<file path="src/hw/rtl/assert_macros.svh">
// ----------------------------------------------------------------------------
// assertion macros
// concurrent assertion wrappers, empty when SYNTHESIS is defined
// ----------------------------------------------------------------------------
`ifndef ASSERT_MACROS_SVH
`define ASSERT_MACROS_SVH

`ifndef SYNTHESIS
// same-cycle implication
`define ASSERT_IMPL(lbl, clk, rstn, ante, cons) \
  lbl: assert property (@(posedge clk) disable iff (!rstn) (ante) |-> (cons)) \
    else $error("assertion failed");
// next-cycle implication
`define ASSERT_NEXT(lbl, clk, rstn, ante, cons) \
  lbl: assert property (@(posedge clk) disable iff (!rstn) (ante) |=> (cons)) \
    else $error("assertion failed");
`else
`define ASSERT_IMPL(lbl, clk, rstn, ante, cons)
`define ASSERT_NEXT(lbl, clk, rstn, ante, cons)
`endif

`endif

</file>
<file path="src/hw/rtl/lruc_pkg.sv">
// ----------------------------------------------------------------------------
// lruc_pkg
// types and constants shared by the lru cache cells and top level
// ----------------------------------------------------------------------------
package lruc_pkg;

  localparam int KEY_W      = 64;
  localparam int VAL_W      = 64;
  localparam int CNT_W      = 16;
  localparam int CFG_SIZE_W = 5;
  localparam int CFG_IDX_W  = 4;
  localparam int CFG_DATA_W = 16;

  typedef enum logic [1:0] {
    OP_FIND   = 2'd0,
    OP_INSERT = 2'd1,
    OP_ERASE  = 2'd2,
    OP_CLEAR  = 2'd3
  } lruc_op_e;

  typedef enum logic [1:0] {
    ST_OK       = 2'd0,
    ST_ABSENT   = 2'd1,
    ST_REPLACED = 2'd2
  } lruc_status_e;

  typedef enum logic [CFG_IDX_W-1:0] {
    CFG_ACTIVE_SIZE  = 4'd0,
    CFG_FORGET_LIMIT = 4'd1
  } lruc_cfg_idx_e;

  // what every cell does in the update cycle
  typedef enum logic [2:0] {
    ACT_NONE   = 3'd0,
    ACT_FRONT  = 3'd1,
    ACT_INSERT = 3'd2,
    ACT_REMOVE = 3'd3,
    ACT_CLEAR  = 3'd4
  } lruc_act_e;

  typedef struct packed {
    logic             valid;
    logic [KEY_W-1:0] key;
    logic [VAL_W-1:0] value;
    logic [CNT_W-1:0] count;
  } lruc_entry_t;

  // broadcast from the controller to all cells
  typedef struct packed {
    logic             cmp_en;
    logic [KEY_W-1:0] cmp_key;
    logic [CNT_W-1:0] limit;
    lruc_act_e        act;
  } lruc_cmd_t;

  typedef struct packed {
    logic             hit;
    logic [VAL_W-1:0] value_out;
    logic [1:0]       status;
    logic             expired;
    logic             evicted;
  } lruc_rsp_t;

  function automatic logic [CNT_W-1:0] sat_inc(input logic [CNT_W-1:0] c);
    logic [CNT_W-1:0] r;
    r = (c == '1) ? c : c + CNT_W'(1);
    return r;
  endfunction

endpackage

</file>
<file path="src/hw/rtl/lruc_cell.sv">
// ----------------------------------------------------------------------------
// lruc_cell
// one recency position of the cache; shifts entries to and from neighbors
// ----------------------------------------------------------------------------
module lruc_cell import lruc_pkg::*; (
  input  logic        clk_i,
  input  logic        rst_ni,
  input  lruc_cmd_t   cmd_i,
  input  logic        keep_i,
  input  lruc_entry_t prev_i,
  input  lruc_entry_t next_i,
  input  logic        seen_i,
  output lruc_entry_t entry_o,
  output logic        seen_o,
  output logic        match_o,
  output logic        expire_o,
  output logic        drop_o
);

  logic             valid_q, valid_d;
  logic [KEY_W-1:0] key_q, key_d;
  logic [VAL_W-1:0] value_q, value_d;
  logic [CNT_W-1:0] count_q, count_d;
  logic             match_q, expire_q;
  logic [CNT_W-1:0] count_inc;
  logic             match_c;
  logic             take_prev;
  logic             take_next;

  assign count_inc = sat_inc(count_q);
  assign match_c   = valid_q && (key_q == cmd_i.cmp_key);

  // cells up to and including the hit take from the previous position
  assign take_prev = !seen_i;
  // cells from the removed one on pull up from the next position
  assign take_next = seen_i || match_q;

  always_comb begin
    valid_d = valid_q;
    key_d   = key_q;
    value_d = value_q;
    count_d = count_q;
    drop_o  = 1'b0;
    case (cmd_i.act)
      ACT_FRONT: begin
        if (take_prev) begin
          valid_d = prev_i.valid;
          key_d   = prev_i.key;
          value_d = prev_i.value;
          count_d = prev_i.count;
        end
      end
      ACT_INSERT: begin
        if (take_prev) begin
          valid_d = prev_i.valid;
          key_d   = prev_i.key;
          value_d = prev_i.value;
          count_d = prev_i.count;
        end
        drop_o  = valid_d && !keep_i;
        valid_d = valid_d && keep_i;
      end
      ACT_REMOVE: begin
        if (take_next) begin
          valid_d = next_i.valid;
          key_d   = next_i.key;
          value_d = next_i.value;
          count_d = next_i.count;
        end
      end
      ACT_CLEAR: begin
        valid_d = 1'b0;
      end
      ACT_NONE: begin
        valid_d = valid_q;
      end
      default: begin
        valid_d = valid_q;
      end
    endcase
  end

  always_ff @(posedge clk_i or negedge rst_ni) begin
    if (!rst_ni) begin
      valid_q  <= 1'b0;
      match_q  <= 1'b0;
      expire_q <= 1'b0;
    end else begin
      valid_q <= valid_d;
      if (cmd_i.cmp_en) begin
        match_q  <= match_c;
        expire_q <= match_c && (cmd_i.limit != '0) && (count_inc >= cmd_i.limit);
      end
    end
  end

  always_ff @(posedge clk_i) begin
    key_q   <= key_d;
    value_q <= value_d;
    count_q <= count_d;
  end

  assign entry_o.valid = valid_q;
  assign entry_o.key   = key_q;
  assign entry_o.value = value_q;
  assign entry_o.count = count_q;
  assign seen_o        = seen_i || match_q;
  assign match_o       = match_q;
  assign expire_o      = expire_q;

endmodule

</file>
<file path="config.mk">
export PLATFORM = sky130hd
export DESIGN_NAME = lruc_cell
export DESIGN_NICKNAME = d
export VERILOG_FILES = /design/src/hw/rtl/assert_macros.svh /design/src/hw/rtl/lruc_pkg.sv /design/src/hw/rtl/lruc_cell.sv
export SDC_FILE = /design/constraint.sdc
export NUM_CORES = 1
export LEC_CHECK = 0
export BUFFER_PORTS_ARGS = -buffer_cell sky130_fd_sc_hd__buf_4
export CAP_MARGIN = 20
export CORE_AREA = 2 2 204 206
export CTS_CLUSTER_SIZE = 25
export DETAILED_ROUTE_END_ITERATION = 7
export DIE_AREA = 0 0 206 208
export PLACE_DENSITY = 0.43
export SKIP_CTS_REPAIR_TIMING = 1
export SLEW_MARGIN = 20
export SYNTH_ARGS = -nofsm -noshare
export SYNTH_HDL_FRONTEND = slang
export SYNTH_SLANG_ARGS = --single-unit
</file>
<file path="constraint.sdc">
create_clock -name clk_i -period 33.2 [get_ports clk_i]
set_clock_uncertainty 0.15 [all_clocks]
set_input_delay 3.32 -clock clk_i [delete_from_list [all_inputs] [get_ports clk_i]]
set_output_delay 3.32 -clock clk_i [all_outputs]
set_load 0.005 [all_outputs]
</file>
---- Yosys cells after proc, flatten, opt, wreduce, memory -nomap -nowiden ----
Cells that the tools add are included.
storage, ports and cells
  register bits after elaboration ......... 147
  bits in latches ......................... 0
  bits in writable memories ............... 0
  memory bits (read-only) ................. 0
  input bits .............................. 378
  output and inout port bits .............. 149
  word-level logic and storage cells ...... 44
  memories kept ........................... 0
cells by class
  $add $sub $neg .......................... 1
  multiply operators ...................... 0
  divide/modulo/power cells ............... 0
  magnitude comparators ................... 1
  equality and inequality tests ........... 8
  shifts and indexed selects .............. 0
  mux-type cells .......................... 15
  bitwise logic cells ..................... 0
  reduce and logical (&&, ||, !) cells .... 13
operators by type and width
  operator               count
  $mux 64                4
  $pmux 64 s2            2
  $eq 64x64->1           1
  $mux 16                3
  $pmux 16 s2            1
  $add 16x1->16 const B  1
  $eq 16x16->1 const B   1
  $ge 16x16->1           1
  $reduce_bool 16->1     1
  $eq 3x2->1 const B     2
  $logic_and 1x1->1      5
  $mux 1                 4
  $ne 2x2->1 const B     2
  $pmux 1 s4             1
  $reduce_bool 4->1      1
  $eq 3x1->1 const B     1
  $eq 3x3->1 const B     1
  $reduce_and 3->1       1
  $reduce_and 2->1       1
  $reduce_bool 2->1      1
  $reduce_or 2->1        1
  $logic_not 1->1        1
  $logic_or 1x1->1       1

---- Logic depth before layout (Yosys ltp) ----
Gate-level depths: netlist (run 1).
  depth after elaboration ................. 4
  gate-level depth with buffers ........... 14
  gate-level depth less buffers ........... 13

---- Worst setup path before layout (run 1) ----
Ideal clock, no wire load.
  path kind ............................... in2reg
  from .................................... in cmd_i[2] (netlist bit)
  to ...................................... reg count_q[0], enable pin
  setup time .............................. 1.412 ns
  arrival time ............................ 25.849 ns
  required time ........................... 31.638 ns
  setup slack ............................. 5.789 ns
  cell stages on the path ................. 2
  path buffers ............................ 1
  path through ............................ clkbuf_1 -> a2111oi_0
on the way
  cells in the longest elaborated chain, start to end .. 4
  elaborated cells between the ends (all ways) .. 8
  those cells by class .................... eq/ne (5); reduce/logical (3)
RTL lines
  what                                                                     line              source
  start, declared                                                          lruc_cell.sv:8    input lruc_cmd_t cmd_i,
  $eq 3x2->1 / $eq 3x1->1 (equally long branches)                          lruc_cell.sv:44   case (cmd_i.act)
  $reduce_or 2->1 (no source line)                                         --
  $ne 2x2->1 (no source line) / $reduce_bool 2->1 (equally long branches)  --
  $reduce_and 3->1 (no source line) (*)                                    --
  end signal, assigned                                                     lruc_cell.sv:100  count_q <= count_d;
  end, declared                                                            lruc_cell.sv:23   logic [CNT_W-1:0] count_q, count_d;
Every way passes the cells marked *; elsewhere a longest branch is shown, timed or not.
A chain may end at the register's enable or synchronous reset.

---- Worst setup path in the final report (run 1) ----
  from .................................... in cmd_i[2] (netlist bit)
  to ...................................... out drop_o
on the way
  cells in the longest elaborated chain, start to end .. 2
RTL lines
  what           line             source
  $eq 3x2->1     lruc_cell.sv:44
  $mux 1         lruc_cell.sv:44
  end, declared  lruc_cell.sv:17  output logic drop_o
Every way passes these cells.

==> results.tsv, run 1 <==
metric	value	unit
peakVddDrop	33.9	uV
viasPerCell	3.99	
hp-class	reg -> reg	
synthDistinctLibCells	44	
yosysTopAreaCell	edfxtp_1	
die-area	0.0428	mm^2
rsz0062_at_grt	false	
synth.top_cell.area_share	55.3	%
status	finished clean	
ant_nets	0	
tightestPinTransition	1100	ps
maxCapViolations	0	
chipWidth	206	um
grt_max_degree	80	
path_common_cell	buf_4	
detail_route.iter0.violations	358	
overflow	0	
wirelength	33.8	mm
route.detailed.drc	0	
final_cell_mix	buf_4, nand2_1, edfxtp_1	
rows	74	
cp_max_fo	10	
synth_flop_cell	edfxtp_1	
root_buffer	clkbuf_16	
period_share	23.1	%
grt_pass1_wl	48.0	mm
final_nets	1756	
io_buffers	526	
cp.buffers_inverters	2	
met1_usage	18.7	%
synth_edf_count	144	
cp_top_family	simple AND/OR/NAND/NOR gates	
ys_seq_area_share	56.3	%
synth-seq-cells	147	
grt_util_met3	4.53	%
die_y	208	um
vias	7615	
io_pins	527	
relSlewSlack	26.0	%
clkLatencyLatePin	440	ps
slew_violations	0	
cts.sinks	147	
period_needed	7670	ps
fin_setup_tns	0	ps
end_kind	primary output	
start_util	19.3	%
grt_util_all_layers	15.4	%
synthCells	846	
place.gp.congestion	0.861	
wire_per_inst	17.7	um
crit_arrival	4200	ps
numCtsBuffers	17	
drive_gt1_share	41.6	%
utilization	31.9	%
syn_area_per_cell	9.24	um^2
mostFrequentLayoutCell	buf_4	
fillCellCount	4291	
syn-num-nets	1241	
dp_hpwl	26.7	mm
path_class	in -> out	
synth.cell_area	0.00782	mm^2
cp_slowest_stage_delay	340	ps
first_global_vias	7590	
antenna_found_initial	1	
finalHoldViolations	0	
cp-start-kind	primary input	
cts_buffer_depth	2	
core-area	0.0406	mm^2
cts_tree	yes	
path_cells	buf_4 > nand2b_1 > nor4b_1 > buf_4	
dr.pass1.iters	5	
grtUsageMet2	25.9	%
required	29730	ps
netlist_top_cells_area	edfxtp_1, nand2_1, xnor2_1, xor2_1, ha_1	
fmax	0.130	GHz
synth-async-reset-ratio	2.04	%
syn_to_final_growth	65.4	%
p_leak	6.13	nW
ys_warn_count	0	
setup_viol	0	
cp_slowest_cell	nor4b_1	
clk_pin_slew_worst_paths	70	ps
grt.busiest_layer	met2	
power.density	40.3	mW/mm^2
htree_levels	4	
## power by group
group | internal (mW) | total [mW] | switching [mW]
Combinational | 0.0528 | 0.0933 | 0.0405
Clock | 0.118 | 0.204 | 0.0853
Sequential | 0.217 | 0.224 | 0.00638
## final cells by class
type	instances	area, um^2	share of cell area [%]
Sequential cell	147	4400	34.0
Timing Repair Buffer	532	3990	30.9
Multi-Input combinational cell	640	3190	24.7
Tap cell	532	666	5.15
Clock buffer	19	433	3.35
Clock inverter	13	159	1.23
Inverter	23	86.3	0.668
Antenna cell	1	2.50	0.0194
## synthesized netlist by cell type, types with 2 or more instances
cell      instances
clkbuf_1         25
xnor2_1          37
a31oi_1           3
buf_2             9
nor2b_1           2
nor3_1            7
a211oi_1          5
dfrtp_1           3
nand3_1           8
nand4_1          16
a21oi_1          10
edfxtp_1        144
nor2_1           13
nor4_1           14
and3_1            3
and4_1            2
xor2_1           35
o21ai_0           2
inv_1            23
ha_1             17
nand2_1         443
o21ai_1           3
## per-layer routing
metal / up-vias / wire [um]
li1: 3836 / -
met1: 3477 / 13900
met2: 274 / 16900
met3: 28 / 2340
met4: 0 / 584
met5: - / 0
## cells by family (layout without fill, tap and decap cells)
| logic type | Yosys count | in the layout | synth area share, % |
|---|---|---|---|
| compound gates | 32 | 32 | 2.67 |
| xor+xnor | 72 | 72 | 8.07 |
| fa+ha+maj | 17 | 17 | 2.72 |
| buf+inv | 59 | 587 | 3.12 |
| flops | 147 | 147 | 56.3 |
| mux | 1 | 1 | 0.144 |
| other cells | 0 | 1 | 0 |
| simple gates | 518 | 518 | 27.0 |
## worst min-delay path, cell delays in order, from the launching register on
cell,delay [ps]
dfrtp_1,380
inv_1,50
o32ai_1,70
## stage by stage
stage	instances	cell area [um^2]	hold WS, ps	setup slack (ps)	power, mW
final	1907	12900	397	25530	0.521
after global routing	1907	12900	457	25460	0.544
after CTS	1906	12900	404	25530	0.529
after detailed placement	1874	12300	392	25540	0.322
after global placement	1874	12300	372	25550	0.321
after floorplan	846	7820	373	5790	0.266
## state kept, by name, summed over array words and instances (netlist names)
| signal | count |
|---|---|
| match_o | 1 |
| value_q | 64 |
| expire_o | 1 |
| count_q | 16 |
| valid_q | 1 |
| key_q | 64 |
## worst paths after layout
kind / startpoint / to / slack [ps] / cells after the start
worst max-delay path: cmd_i[2] / drop_o / 25530 / 4
max in group asynchronous: rst_ni / expire_o / 30310 / 1
worst min-delay path: expire_o / expire_o / 400 / 2
min in group asynchronous: rst_ni / match_o / 2500 / 1
worst max register to register: count_q[5] / expire_o / 29900 / 13
worst min register to register: expire_o / expire_o / 400 / 2
Note: power is estimated with default switching activity, not from simulation.
==> run 2, diff against run 1 <==
==> constraint.sdc (replaced) <==
create_clock -name clk_i -period 7.4 [get_ports clk_i]
set_clock_uncertainty 0.15 [all_clocks]
set_input_delay 0.74 -clock clk_i [delete_from_list [all_inputs] [get_ports clk_i]]
set_output_delay 0.74 -clock clk_i [all_outputs]
set_load 0.005 [all_outputs]
==> run 2 against run 1 <==
Power rose to 4.3 times the previous value; die area unchanged; highest routed layer is now met5; sequential share of layout area up 0.16 points; critical path depth up 9; critical path type is now reg -> reg; clock power rose to 4.0 times the previous value; wire length up 2.9%; setup slack worse by 21000 ps.
==> results.tsv, run 2 (same netlist as run 1, synthesis figures left out) <==
metric	value	unit
chipWidth	206	um
final_cell_mix	buf_4, nand2_1, edfxtp_1	
fmax	0.316	GHz
io_pins	527	
cts_buffer_depth	2	
grt_util_all_layers	15.9	%
final_nets	1756	
htree_levels	4	
pre_cts_slack	4100	ps
die_y	208	um
grt_max_degree	75	
top_regs	key_q: 64 flops, value_q: 64 flops, count_q: 16 flops	
mostFrequentLayoutCell	buf_4	
die-area	0.0428	mm^2
grt_pass1_wl	49.9	mm
rsz0062_at_grt	false	
grt_util_met3	5.03	%
met1_usage	19.1	%
period_needed	3170	ps
antenna_found_initial	2	
fin_ws	4230	ps
viasPerCell	4.01	
period_share	42.8	%
wirelength	34.8	mm
core-area	0.0406	mm^2
relSlewSlack	31.0	%
cts_tree	yes	
route.detailed.drc	0	
grtUsageMet2	27.0	%
power_switching	0.563	mW
slew_violations	0	
r2r-start	count_q[4]	
start_util	19.3	%
syn_to_final_growth	64.6	%
finalHoldViolations	0	
hold_ws	372	ps
rows	74	
vias	7650	
place.gp.congestion	0.912	
fin_setup_tns	0	ps
tightestPinTransition	1040	ps
path_class	reg -> reg	
dp_hpwl	27.9	mm
drive_gt1_share	40.9	%
end_kind	register	
power_switching_share	25.2	%
maxCapViolations	0	
numCtsBuffers	17	
power.density	174	mW/mm^2
detail_route.iter0.violations	360	
grt.busiest_layer	met2	
wire_per_inst	18.2	um
cp-start-kind	register	
clk_pin_slew_worst_paths	60	ps
first_global_vias	7824	
p_comb_share	18.8	%
ant_nets	0	
min_from	cmd_i[83]	
required	7560	ps
cts.sinks	147	
crit_arrival	3330	ps
intPower	1.67	mW
io_buffers	526	
setup_viol	0	
status	finished clean	
clkLatencyLatePin	440	ps
peakVddDrop	152	uV
overflow	0	
seq_power_share	45.0	%
dr.pass1.iters	5	
hp-class	in -> reg	
p_leak	6.10	nW
startpoint	count_q[4]	
cp_max_fo	9	
p_clk_share	36.2	%
root_buffer	clkbuf_16	
==> run 2: cell types whose count changed in the layout (fill, tap and decap cells not counted), moves of 2 or more <==
cell        delta
inv_6          -2
clkbuf_1       +7
bufinv_16      -2
clkinvlp_4     -2
==> run 2: final cells by class <==
class	instances	area (um^2)
Fill cell	4363	27700
Sequential cell	147	4400
Timing Repair Buffer	532	4000
Multi-Input combinational cell	640	3200
Tap cell	532	666
Clock buffer	26	459
Inverter	23	86.3
Clock inverter	6	56.3
Antenna cell	1	2.50
==> run 2: worst paths after layout <==
check	slack [ps]	to	cells past startpoint
setup / recovery	4230	expire_o	13
hold / removal	370	match_o	2
setup reg to reg	4230	expire_o	13
hold reg to reg	400	expire_o	2
max in group asynchronous	6500	valid_q	2
min in group asynchronous	510	match_o	2
==> run 2: per-stage QoR <==
step	power, mW	util [%]	instance area [um^2]	cells
after floorplan	1.17	-	7840	846
after global placement	1.45	30.4	12300	1873
after detailed placement	1.45	30.4	12300	1873
after CTS	2.27	31.7	12900	1905
after global routing	2.34	31.7	12900	1907
final	2.24	31.7	12900	1907
==> run 2: critical path: stages, from the launching register on <==
cell and delay, ps:
edfxtp_1 480, nand4_2 180, nor3_4 250, nand2_2 100
or3_1 480, nand2_1 130, nand2_1 60, ha_1 280
nor2b_1 140, o211a_1 190, a211oi_1 220, o21ai_1 100
a21oi_1 180, o32ai_1 110
==> run 2: layer usage <==
metal	vias to the layer above	routed length (um)
met5	-	13
met3	30	2590
li1	3837	-
met2	252	17300
met1	3529	14200
met4	2	590
==> run 2: power groups by stage <==
stage                     clock [mW]  sequential [mW]  combinational (mW)
after floorplan                    0             1.03               0.141
after global placement             0             1.02               0.421
after detailed placement           0             1.02               0.423
after CTS                      0.841             1.01               0.425
after global routing           0.866             1.01               0.461
final                          0.810             1.01               0.419
